<file path="config.mk">
export PLATFORM = sky130hd
export DESIGN_NAME = lcs_tile_edge_solver_core
export DESIGN_NICKNAME = d
export VERILOG_FILES = /design/src/rtl/lcste_pkg.sv /design/src/rtl/lcs_tile_edge_solver_core.sv /design/src/rtl/lcste_cell.sv
export SDC_FILE = /design/constraint.sdc
export NUM_CORES = 2
export LEC_CHECK = 0
export BUFFER_PORTS_ARGS = -buffer_cell sky130_fd_sc_hd__buf_2
export CORE_UTILIZATION = 55
export DETAILED_ROUTE_END_ITERATION = 16
export PLACE_DENSITY = 0.79
export SKIP_CTS_REPAIR_TIMING = 1
export SYNTH_ARGS = -nofsm -noshare
export SYNTH_HDL_FRONTEND = slang
export SYNTH_SLANG_ARGS = --single-unit
</file>
<file path="constraint.sdc">
create_clock -name clk -period 5.8 [get_ports clk]
set_clock_uncertainty 0.05 [all_clocks]
set_input_delay 0.58 -clock clk [delete_from_list [all_inputs] [get_ports clk]]
set_output_delay 0.58 -clock clk [all_outputs]
set_load 0.02 [all_outputs]
</file>
<file path="src/rtl/lcste_pkg.sv">
// Package for the LCS tile edge solver: transaction structs, opcodes, FSM states.
// No dependencies; used by every module of the block.
`default_nettype none

package lcste_pkg;

    localparam logic OP_LOAD = 1'b0;
    localparam logic OP_ROW  = 1'b1;

    localparam logic KIND_RIGHT  = 1'b0;
    localparam logic KIND_BOTTOM = 1'b1;

    localparam int CFG_WIDTH  = 6;
    localparam int OUT_VAL_W  = 16;

    typedef struct packed {
        logic        op;
        logic [4:0]  index;
        logic [7:0]  symbol;
        logic [15:0] edge_value;
        logic [15:0] corner_value;
        logic        first_row;
        logic        last_row;
    } in_item_t;

    typedef struct packed {
        logic        kind;
        logic [4:0]  column;
        logic [15:0] value;
        logic        last;
    } out_item_t;

    typedef enum logic [1:0] {
        ST_IDLE,
        ST_RUN,
        ST_EMIT
    } state_t;

endpackage

`default_nettype wire

</file>
<file path="src/rtl/lcs_tile_edge_solver_core.sv">
// LCS tile edge solver: a row item runs as a token down a chain of column cells.
// Load item: writes one cell's symbol and value. Row item of width n: the right edge is
// registered from cell n-1's done, then busy ends unless a last row adds n bottom-edge results.
// The token walks one cell per cycle, so the tile width sets the item time.
// Results are not back-pressured. Reset clears control, width register (32) and the
// previous left value; cell symbols and values are undefined until loaded.
`default_nettype none

module lcs_tile_edge_solver_core
    import lcste_pkg::*;
#(
    parameter int COLS        = 32,
    parameter int VALUE_WIDTH = 16
) (
    input  wire logic                 clk,
    input  wire logic                 rst_n,
    input  wire logic                 start,
    output logic                      busy,
    input  wire in_item_t             item,
    input  wire logic                 cfg_valid,
    output logic                      cfg_ready,
    input  wire logic [CFG_WIDTH-1:0] cfg_data,
    output logic                      result_strobe,
    output out_item_t                 result
);

    localparam int CIW = (COLS > 1) ? $clog2(COLS) : 1;
    localparam int NW  = $clog2(COLS + 1);

    state_t state_reg, state_next;

    logic [CFG_WIDTH-1:0]   cols_reg;
    logic [VALUE_WIDTH-1:0] prev_left_reg;
    logic [7:0]             row_sym_reg;
    logic [VALUE_WIDTH-1:0] inj_left_reg;
    logic [VALUE_WIDTH-1:0] inj_diag_reg;
    logic                   last_row_reg;
    logic                   inject_reg;
    logic [CIW-1:0]         cnt_reg, cnt_next;
    logic                   strobe_reg, strobe_next;
    out_item_t              res_reg, res_next;

    logic                   accept;
    logic                   load_en;
    logic [VALUE_WIDTH-1:0] edge_v;
    logic [VALUE_WIDTH-1:0] corner_v;
    logic [NW-1:0]          n_eff;
    logic [CIW-1:0]         n_m1;
    logic                   any_done;
    logic [VALUE_WIDTH-1:0] right_val;

    logic [COLS-1:0]        tok_fwd;
    logic [COLS-1:0]        done_vec;
    logic [COLS-1:0]        end_sel;
    logic [COLS-1:0]        load_sel;
    logic [VALUE_WIDTH-1:0] left_link [COLS];
    logic [VALUE_WIDTH-1:0] diag_link [COLS];
    logic [VALUE_WIDTH-1:0] cell_val  [COLS];

    assign accept    = start & ~busy;
    assign load_en   = accept & (item.op == OP_LOAD) & (int'(item.index) < COLS);
    assign edge_v    = VALUE_WIDTH'(item.edge_value);
    assign corner_v  = VALUE_WIDTH'(item.corner_value);
    assign busy      = (state_reg != ST_IDLE);
    assign cfg_ready = 1'b1;

    // effective tile width: zero acts as one, clamp at COLS
    always_comb
    begin
        if (cols_reg == '0)
        begin
            n_eff = NW'(1);
        end
        else if (int'(cols_reg) > COLS)
        begin
            n_eff = NW'(COLS);
        end
        else
        begin
            n_eff = NW'(cols_reg);
        end
    end
    assign n_m1 = CIW'(n_eff - 1'b1);

    genvar k;
    generate
        for (k = 0; k < COLS; k++)
        begin : g_cell
            logic                   c_tok;
            logic [VALUE_WIDTH-1:0] c_left;
            logic [VALUE_WIDTH-1:0] c_diag;

            assign end_sel[k]  = (n_m1 == CIW'(k));
            assign load_sel[k] = load_en & (int'(item.index) == k);

            if (k == 0)
            begin : g_head
                assign c_tok  = inject_reg;
                assign c_left = inj_left_reg;
                assign c_diag = inj_diag_reg;
            end
            else
            begin : g_body
                assign c_tok  = tok_fwd[k-1];
                assign c_left = left_link[k-1];
                assign c_diag = diag_link[k-1];
            end

            lcste_cell #(
                .VALUE_WIDTH (VALUE_WIDTH)
            ) u_cell (
                .clk         (clk),
                .rst_n       (rst_n),
                .load_en     (load_sel[k]),
                .load_symbol (item.symbol),
                .load_value  (edge_v),
                .row_symbol  (row_sym_reg),
                .tok_in      (c_tok),
                .left_in     (c_left),
                .diag_in     (c_diag),
                .is_end      (end_sel[k]),
                .tok_fwd     (tok_fwd[k]),
                .done        (done_vec[k]),
                .left_out    (left_link[k]),
                .diag_out    (diag_link[k]),
                .value       (cell_val[k])
            );
        end
    endgenerate

    // at most one cell flags done; pick its left value
    always_comb
    begin
        right_val = '0;
        for (int i = 0; i < COLS; i++)
        begin
            if (done_vec[i])
            begin
                right_val = right_val | left_link[i];
            end
        end
    end
    assign any_done = |done_vec;

    always_ff @(posedge clk or negedge rst_n)
    begin
        if (!rst_n)
        begin
            state_reg     <= ST_IDLE;
            cols_reg      <= CFG_WIDTH'(32);
            prev_left_reg <= '0;
            inject_reg    <= 1'b0;
            strobe_reg    <= 1'b0;
            cnt_reg       <= '0;
        end
        else
        begin
            state_reg  <= state_next;
            inject_reg <= accept & (item.op == OP_ROW);
            strobe_reg <= strobe_next;
            cnt_reg    <= cnt_next;
            if (cfg_valid & cfg_ready)
            begin
                cols_reg <= cfg_data;
            end
            if (accept & (item.op == OP_ROW))
            begin
                prev_left_reg <= edge_v;
            end
        end
    end

    always_ff @(posedge clk)
    begin
        res_reg <= res_next;
        if (accept & (item.op == OP_ROW))
        begin
            row_sym_reg  <= item.symbol;
            inj_left_reg <= edge_v;
            inj_diag_reg <= item.first_row ? corner_v : prev_left_reg;
            last_row_reg <= item.last_row;
        end
    end

    // next state
    always_comb
    begin
        state_next = state_reg;
        unique case (state_reg)
            ST_IDLE:
            begin
                if (accept & (item.op == OP_ROW))
                begin
                    state_next = ST_RUN;
                end
            end
            ST_RUN:
            begin
                if (any_done)
                begin
                    state_next = last_row_reg ? ST_EMIT : ST_IDLE;
                end
            end
            ST_EMIT:
            begin
                if (cnt_reg == n_m1)
                begin
                    state_next = ST_IDLE;
                end
            end
            default:
            begin
                state_next = ST_IDLE;
            end
        endcase
    end

    // result register and bottom-edge counter
    always_comb
    begin
        strobe_next = 1'b0;
        res_next    = res_reg;
        cnt_next    = cnt_reg;
        unique case (state_reg)
            ST_IDLE:
            begin
                cnt_next = '0;
            end
            ST_RUN:
            begin
                cnt_next = '0;
                if (any_done)
                begin
                    strobe_next     = 1'b1;
                    res_next.kind   = KIND_RIGHT;
                    res_next.column = '0;
                    res_next.value  = OUT_VAL_W'(right_val);
                    res_next.last   = ~last_row_reg;
                end
            end
            ST_EMIT:
            begin
                strobe_next     = 1'b1;
                res_next.kind   = KIND_BOTTOM;
                res_next.column = 5'(cnt_reg);
                res_next.value  = OUT_VAL_W'(cell_val[cnt_reg]);
                res_next.last   = (cnt_reg == n_m1);
                cnt_next        = cnt_reg + 1'b1;
            end
            default:
            begin
                cnt_next = '0;
            end
        endcase
    end

    assign result_strobe = strobe_reg;
    assign result        = res_reg;

endmodule

`default_nettype wire

</file>
<file path="src/rtl/lcste_cell.sv">
// One column cell of the LCS tile row: holds a column symbol and its table value.
// Depends on lcste_pkg; instantiated in a chain by lcs_tile_edge_solver_core.
`default_nettype none

module lcste_cell
    import lcste_pkg::*;
#(
    parameter int VALUE_WIDTH = 16
) (
    input  wire logic                   clk,
    input  wire logic                   rst_n,
    input  wire logic                   load_en,
    input  wire logic [7:0]             load_symbol,
    input  wire logic [VALUE_WIDTH-1:0] load_value,
    input  wire logic [7:0]             row_symbol,
    input  wire logic                   tok_in,
    input  wire logic [VALUE_WIDTH-1:0] left_in,
    input  wire logic [VALUE_WIDTH-1:0] diag_in,
    input  wire logic                   is_end,
    output logic                        tok_fwd,
    output logic                        done,
    output logic [VALUE_WIDTH-1:0]      left_out,
    output logic [VALUE_WIDTH-1:0]      diag_out,
    output logic [VALUE_WIDTH-1:0]      value
);

    localparam logic [VALUE_WIDTH-1:0] VMAX = '1;

    logic [7:0]             sym_reg;
    logic [VALUE_WIDTH-1:0] val_reg;
    logic                   tok_reg;
    logic [VALUE_WIDTH-1:0] left_reg;
    logic [VALUE_WIDTH-1:0] diag_reg;
    logic [VALUE_WIDTH-1:0] val_next;

    always_comb
    begin
        if (sym_reg == row_symbol)
        begin
            val_next = (diag_in == VMAX) ? VMAX : diag_in + 1'b1;
        end
        else
        begin
            val_next = (val_reg > left_in) ? val_reg : left_in;
        end
    end

    always_ff @(posedge clk or negedge rst_n)
    begin
        if (!rst_n)
        begin
            tok_reg <= 1'b0;
        end
        else
        begin
            tok_reg <= tok_in;
        end
    end

    always_ff @(posedge clk)
    begin
        if (load_en)
        begin
            sym_reg <= load_symbol;
            val_reg <= load_value;
        end
        else if (tok_in)
        begin
            val_reg <= val_next;
        end
        if (tok_in)
        begin
            left_reg <= val_next;
            diag_reg <= val_reg;   // old value above is the next cell's diagonal
        end
    end

    // the token stops at the last column in use
    assign tok_fwd  = tok_reg & ~is_end;
    assign done     = tok_reg & is_end;
    assign left_out = left_reg;
    assign diag_out = diag_reg;
    assign value    = val_reg;

endmodule

`default_nettype wire
</file>
# --- Word level (Yosys, flattened, before mapping) ---
# Index checks and enable logic that the tools add are counted.
# W data, S select, Z words.
totals:
  regBits: 1903
  in_bits: 58
  wordCells: 786
  output_inout_bits: 26
op_classes:
  mux: 208
  eq_ne: 132
  add_sub_neg: 34
  order_cmp: 34
  n_reduce_logical: 41
  n_bitwise: 164
ops:
  columns: ["op", "count"]
  rows:
  - ["$mux W16", 195]
  - ["$add A16 B1 Y16 const B", 32]
  - ["$eq A16 B16 Y1 const B", 32]
  - ["$gt A16 B16 Y1", 32]
  - ["$or A16 B16 Y16", 31]
  - ["$eq A8 B8 Y1", 32]
  - ["$eq A5 B5 Y1 const B", 32]
  - ["$and A1 B1 Y1", 98]
  - ["$bmux W16 S5", 1]
  - ["$eq A5 B4 Y1 const B", 16]
  - ["$reduce_bool A2 Y1", 34]
  - ["$pmux W23 S2", 1]
  - ["$eq A5 B3 Y1 const B", 8]
  - ["$not A1 Y1", 34]
  - ["$reduce_or A32 Y1", 1]
  - ["$mux W23", 1]
  - ["$eq A5 B2 Y1 const B", 4]
  - ["$mux W5", 3]
  - ["$eq A5 B1 Y1 const B", 2]
  - ["$logic_not A5 Y1", 2]
  - ["$mux W2", 4]
  - ["$ge A6 B6 Y1 const B", 1]
  - ["$gt A6 B6 Y1 const B", 1]
  - ["$logic_not A6 Y1", 1]
  - ["other kinds (13)", 15]

# --- Depth between registers and ports, before layout ---
logic_depth:
  depth_word: 71
  mapped_depth: 14
  ltp_nobuf: 11

# --- Modules after synthesis ---
# From an unflattened synthesis, not the netlist that was laid out.
hier_totals:
  hier_cells: 10711
  hier_area_um2: 118865.3
by_module_without_submodules:
  columns: ["mod", "seq_area_each_um2", "n_inst", "cells_each", "area_each_um2"]
  rows:
  - ["lcste_cell at g_cell[0].u_cell ...", 1706.6, 19, 321, 3454.6]
  - ["lcste_cell at g_cell[28].u_cell ...", 1706.6, 11, 273, 3240.6]
  - ["lcs_tile_edge_solver_core", 2698.8, 1, 1014, 11020.6]
  - ["lcste_cell at g_cell[27].u_cell", 1706.6, 1, 320, 3347.0]
  - ["lcste_cell at g_cell[9].u_cell", 1706.6, 1, 275, 3214.3]

# --- Worst setup path before layout ---
# No wires, ideal clock.
synth_timing:
  path_type: "reg-to-reg"
  start: "register cols_reg[5]"
  end: "register g_cell[13].u_cell.val_reg[0], enable pin"
  required_time_ns: 5.413
  t_arrival_ns: 5.298
  slack_ns: 0.115
  synth_period_minus_slack_ns: 5.685
  stages_incl_launch_ff: 12
  setup_time_ns: 0.337
  path_cell_list: "dfstp_2 -> buf_2 -> buf_2 -> o21bai_1 -> ha_1 -> buf_4 -> nor4b_2 -> a31oi_4 -> buf_2 -> nor2_1 -> a21boi_0 -> or2_2"
synth_via:
  elab_chain_cells: 8
  word_cells_on_any_way: 9
  cone_classes: "add/sub (1); order compare (1); eq/ne (1); mux (2); bitwise (2); reduce/logical (2)"
synth_lines:
  columns: ["item", "line", "rtl"]
  rows:
  - ["from (decl)", "lcs_tile_edge_solver_core.sv:32", "logic [CFG_WIDTH-1:0] cols_reg;"]
  - ["from (signal assigned)", "lcs_tile_edge_solver_core.sv:164", "cols_reg <= cfg_data;"]
  - ["$gt A6 B6 Y1", "lcs_tile_edge_solver_core.sv:74", "else if (int'(cols_reg) > COLS)"]
  - ["$mux W5", "lcs_tile_edge_solver_core.sv:74", null]
  - ["$mux W5 *", "lcs_tile_edge_solver_core.sv:70", "if (cols_reg == '0)"]
  - ["$sub A5 B1 Y5 *", "lcs_tile_edge_solver_core.sv:83", "assign n_m1 = CIW'(n_eff - 1'b1);"]
  - ["$eq A5 B4 Y1 *", "lcs_tile_edge_solver_core.sv:93", "assign end_sel[k] = (n_m1 == CIW'(k));"]
  - ["$not A1 Y1 *", "lcste_cell.sv:79", "assign tok_fwd = tok_reg & ~is_end;"]
  - ["$and A1 B1 Y1 *", "lcste_cell.sv:79", null]
  - ["net g_cell[12].u_cell.tok_fwd", "lcste_cell.sv:20", "output logic tok_fwd,"]
  - ["$reduce_bool A2 Y1 (no line) *", null, null]
  - ["to (signal assigned)", "lcste_cell.sv:65", "val_reg <= load_value;"]
  - ["to (signal assigned)", "lcste_cell.sv:69", "val_reg <= val_next;"]
  - ["to (decl)", "lcste_cell.sv:30", "logic [VALUE_WIDTH-1:0] val_reg;"]
# The timed path passes the listed nets; every way through them passes the cells marked *.
# A chain may end at the register's enable or synchronous reset.

==> results.json <==
{
  "netlist_instances": 9308,
  "ys_ff_latch": 1903,
  "critPathRequiredTime_ps": 6320,
  "synth_area_leader_cell": "edfxtp_1",
  "gr-max-usage-layer": "met2",
  "cts_buffers": 203,
  "path_clk_slew_ps": 60,
  "ys_warn_count": 0,
  "viasPerCell": 7.29,
  "first_iter_violations": 16500,
  "die_area_um2": 201000,
  "htreeDepth": 4,
  "cp_slowest_cell": "a221oi_1",
  "antenna_left": 0,
  "antenna_found_initial": 96,
  "crit_path_frequent_cell": "buf_4",
  "drc": 0,
  "dp_hpwl_um": 401000,
  "grt_usage_pct": 50.9,
  "dr.pass1.iters": 14,
  "synth_edf_count": 1840,
  "routed_wirelength_um": 520000,
  "coreArea_um2": 197000,
  "fp.dieH_um": 448,
  "fin_nets": 10000,
  "irDropWorstVdd_mv": 0.336,
  "synth_ff_type": "edfxtp_1",
  "yosysUniqueCellTypes": 93,
  "p_per_area_nw_per_um2": 385,
  "ios": 84,
  "setup_tns_ps": 0,
  "criticalPathCategory": "flip-flop to flip-flop",
  "cp.arrival_ps": 5480,
  "start_kind": "flip-flop",
  "drive_gt1_share_pct": 13.8,
  "met3_usage_pct": 18.8,
  "worst_pin_slew_ps": 1700,
  "gp_congestion": 1.13,
  "status": "complete, but fails checks",
  "syn2layout_area_growth_pct": 10.5,
  "max_slew_margin_pct": -13.4,
  "async_flop_share_pct": 3.31,
  "initial_core_util_pct": 55.4,
  "failed_checks": "capacitance limit, slew limit",
  "yosysSeqAreaShare_pct": 52.0,
  "crit_path_cell_trace": "o21bai_1, ha_1, nand4bb_1, o211a_1, buf_4, nor3_2, buf_4, a22o_1, a221oi_1, and3_1, a32oi_1",
  "postSynthAreaPerCell_um2": 11.8,
  "fin_hold_ws_ps": 102,
  "use_met2_pct": 71.3,
  "tritoncts": "yes",
  "hold_viol_final": 0,
  "syn-num-nets": 9919,
  "setup_viol_count_final": 0,
  "critical_path.max_fanout": 18,
  "synth_top_area_share_pct": 50.5,
  "post_layout_nonfiller_instances": 12300,
  "grt_max_degree": 49,
  "grt_pass1_vias": 82100,
  "vias": 89700,
  "end_kind": "flip-flop",
  "min_path_type": "primary input to flip-flop",
  "rsz0062_at_grt": "no",
  "max_clock_freq_ghz": 0.201,
  "use_met1_pct": 62.2,
  "grt-ovfl-total": 0,
  "period_needed_ps": 4970,
  "drv_cap": 3,
  "grt_pass1_wl_um": 688000,
  "dp.cells": 11800,
  "cts.sinks": 1903,
  "routedWlPerCell_um": 42.2,
  "power.leakage_nw": 45.5,
  "synth.area.top_cells": "edfxtp_1, ha_1, mux2_2",
  "clk_latency_ps": 940,
  "period_share_pct": 85.6,
  "cts_buffer_depth": 3,
  "die_w_um": 448,
  "clock-root-buffer": "clkbuf_16",
  "slew_violations": 24,
  "synth_area_um2": 109000,
  "row_count": 163,
  "io_buffers": 82,
  "slowest_delay_ps": 1060
}
[synthesized netlist by cell type (all sizes together), types with 57 or more instances]
cell and count:
nor2 433, and4 69, inv 660, and3 118, xnor2 293, nand4 207, xor2 368, nand2 720
ha 553, o21a 64, a31oi 98, nand3 349, mux4 160, or3 57, clkbuf 287, o211ai 60
a211oi 114, o21ai 313, nor3 133, nand2b 57, edfxtp 1840, a21oi 379, a22oi 255, dfrtp 62
buf 157, mux2 341, a221oi 61, a22o 64, a21o 86, nor4 119, mux2i 241
[cells by family (layout without fill, tap and decap cells)]
group | count (synthesis) | count (layout) | synth area share [%]
simple gates | 2429 | 2429 | 11.1
buf+inv | 1106 | 1407 | 4.06
fa+ha+maj | 553 | 553 | 6.33
xor+xnor | 661 | 661 | 5.29
mux | 742 | 742 | 9.01
other cells | 1 | 51 | 0.00343
flops | 1903 | 1903 | 52.0
compound gates | 1913 | 1913 | 12.2
[cell type report]
| class | count | area [um2] |
|---|---|---|
| inverter | 662 | 2480 |
| tap | 2640 | 3300 |
| timing repair buffer | 364 | 2680 |
| clock inverter | 137 | 1690 |
| antenna | 50 | 125 |
| multi-input combinational | 6299 | 48500 |
| fill | 15300 | 76600 |
| sequential | 1903 | 56800 |
| clock buffer | 244 | 5260 |
[path summary, 6_finish.rpt]
kind	slack, ps	to	from	cells past startpoint
setup / recovery	830	result[13]	cols_reg[5]	11
hold / removal	100	cols_reg[3]	cfg_valid	2
setup reg to reg	830	result[13]	cols_reg[5]	11
hold reg to reg	450	g_cell[30].u_cell.diag_out[10]	g_cell[30].u_cell.value[10]	0
max in group asynchronous	4190	cnt_reg[1]	rst_n	3
min in group asynchronous	110	prev_left_reg[8]	rst_n	2
[report_power, final]
group / switching, mW / internal, mW
registers: 3.55 / 17.9
clock network: 6.09 / 7.64
logic: 6.95 / 4.34
total: 16.6 / 29.9
[cells in the final DEF (no fill, tap or decap), types with 39 or more instances in the layout]
cell,instances
o31ai_1,54
nand3_1,349
or2_2,40
a21oi_1,377
ha_1,552
a22o_1,64
a32oi_1,56
xor2_1,368
nand2b_1,57
a22oi_1,255
o211ai_1,60
xnor2_1,293
a21o_1,86
and4_1,69
mux2_2,341
clkinv_2,43
inv_1,659
nand4_1,207
dfrtp_1,58
nor2b_1,49
o211a_1,39
diode_2,50
nor3_1,105
nor2_1,424
nand2_1,719
mux2i_1,241
buf_4,251
nor4_1,114
or3_1,57
a221oi_1,60
a211oi_1,112
o21ai_0,286
and3_1,118
clkbuf_16,203
mux4_2,160
a31oi_1,89
buf_2,81
edfxtp_1,1840
a211o_1,46
o21a_1,63
[routing by layer]
metal / share of wire [%] / vias up
met2: 41 / 7894
li1: - / 35800
met3: 15 / 2084
met5: 0.11 / -
met4: 10 / 76
met1: 34 / 43900
[metrics by stage]
| stage | utilization (%) | area, um2 | power (mW) | worst slack [ps] |
|---|---|---|---|---|
| 3_5_place_dp | 57.5 | 114000 | 32.1 | 951 |
| 6_report | 61.2 | 121000 | 46.5 | 832 |
| 5_1_grt | 61.2 | 121000 | 47.2 | 647 |
| 4_1_cts | 61.0 | 120000 | 45.6 | 888 |
| 2_1_floorplan | - | 109000 | 26.5 | 115 |
| 3_3_place_gp | 57.5 | 114000 | 31.8 | 975 |
[worst max-delay path, delay by kind of cell (launching register included)]
kind / cells / cell delay (ps)
AOI/OAI and AO/OA: 5 / 2200
adders and majority gates: 1 / 350
buffers and inverters: 2 / 500
DFF: 1 / 850
and+or+nand+nor: 3 / 650
Note: power is estimated with default switching activity, not from simulation.
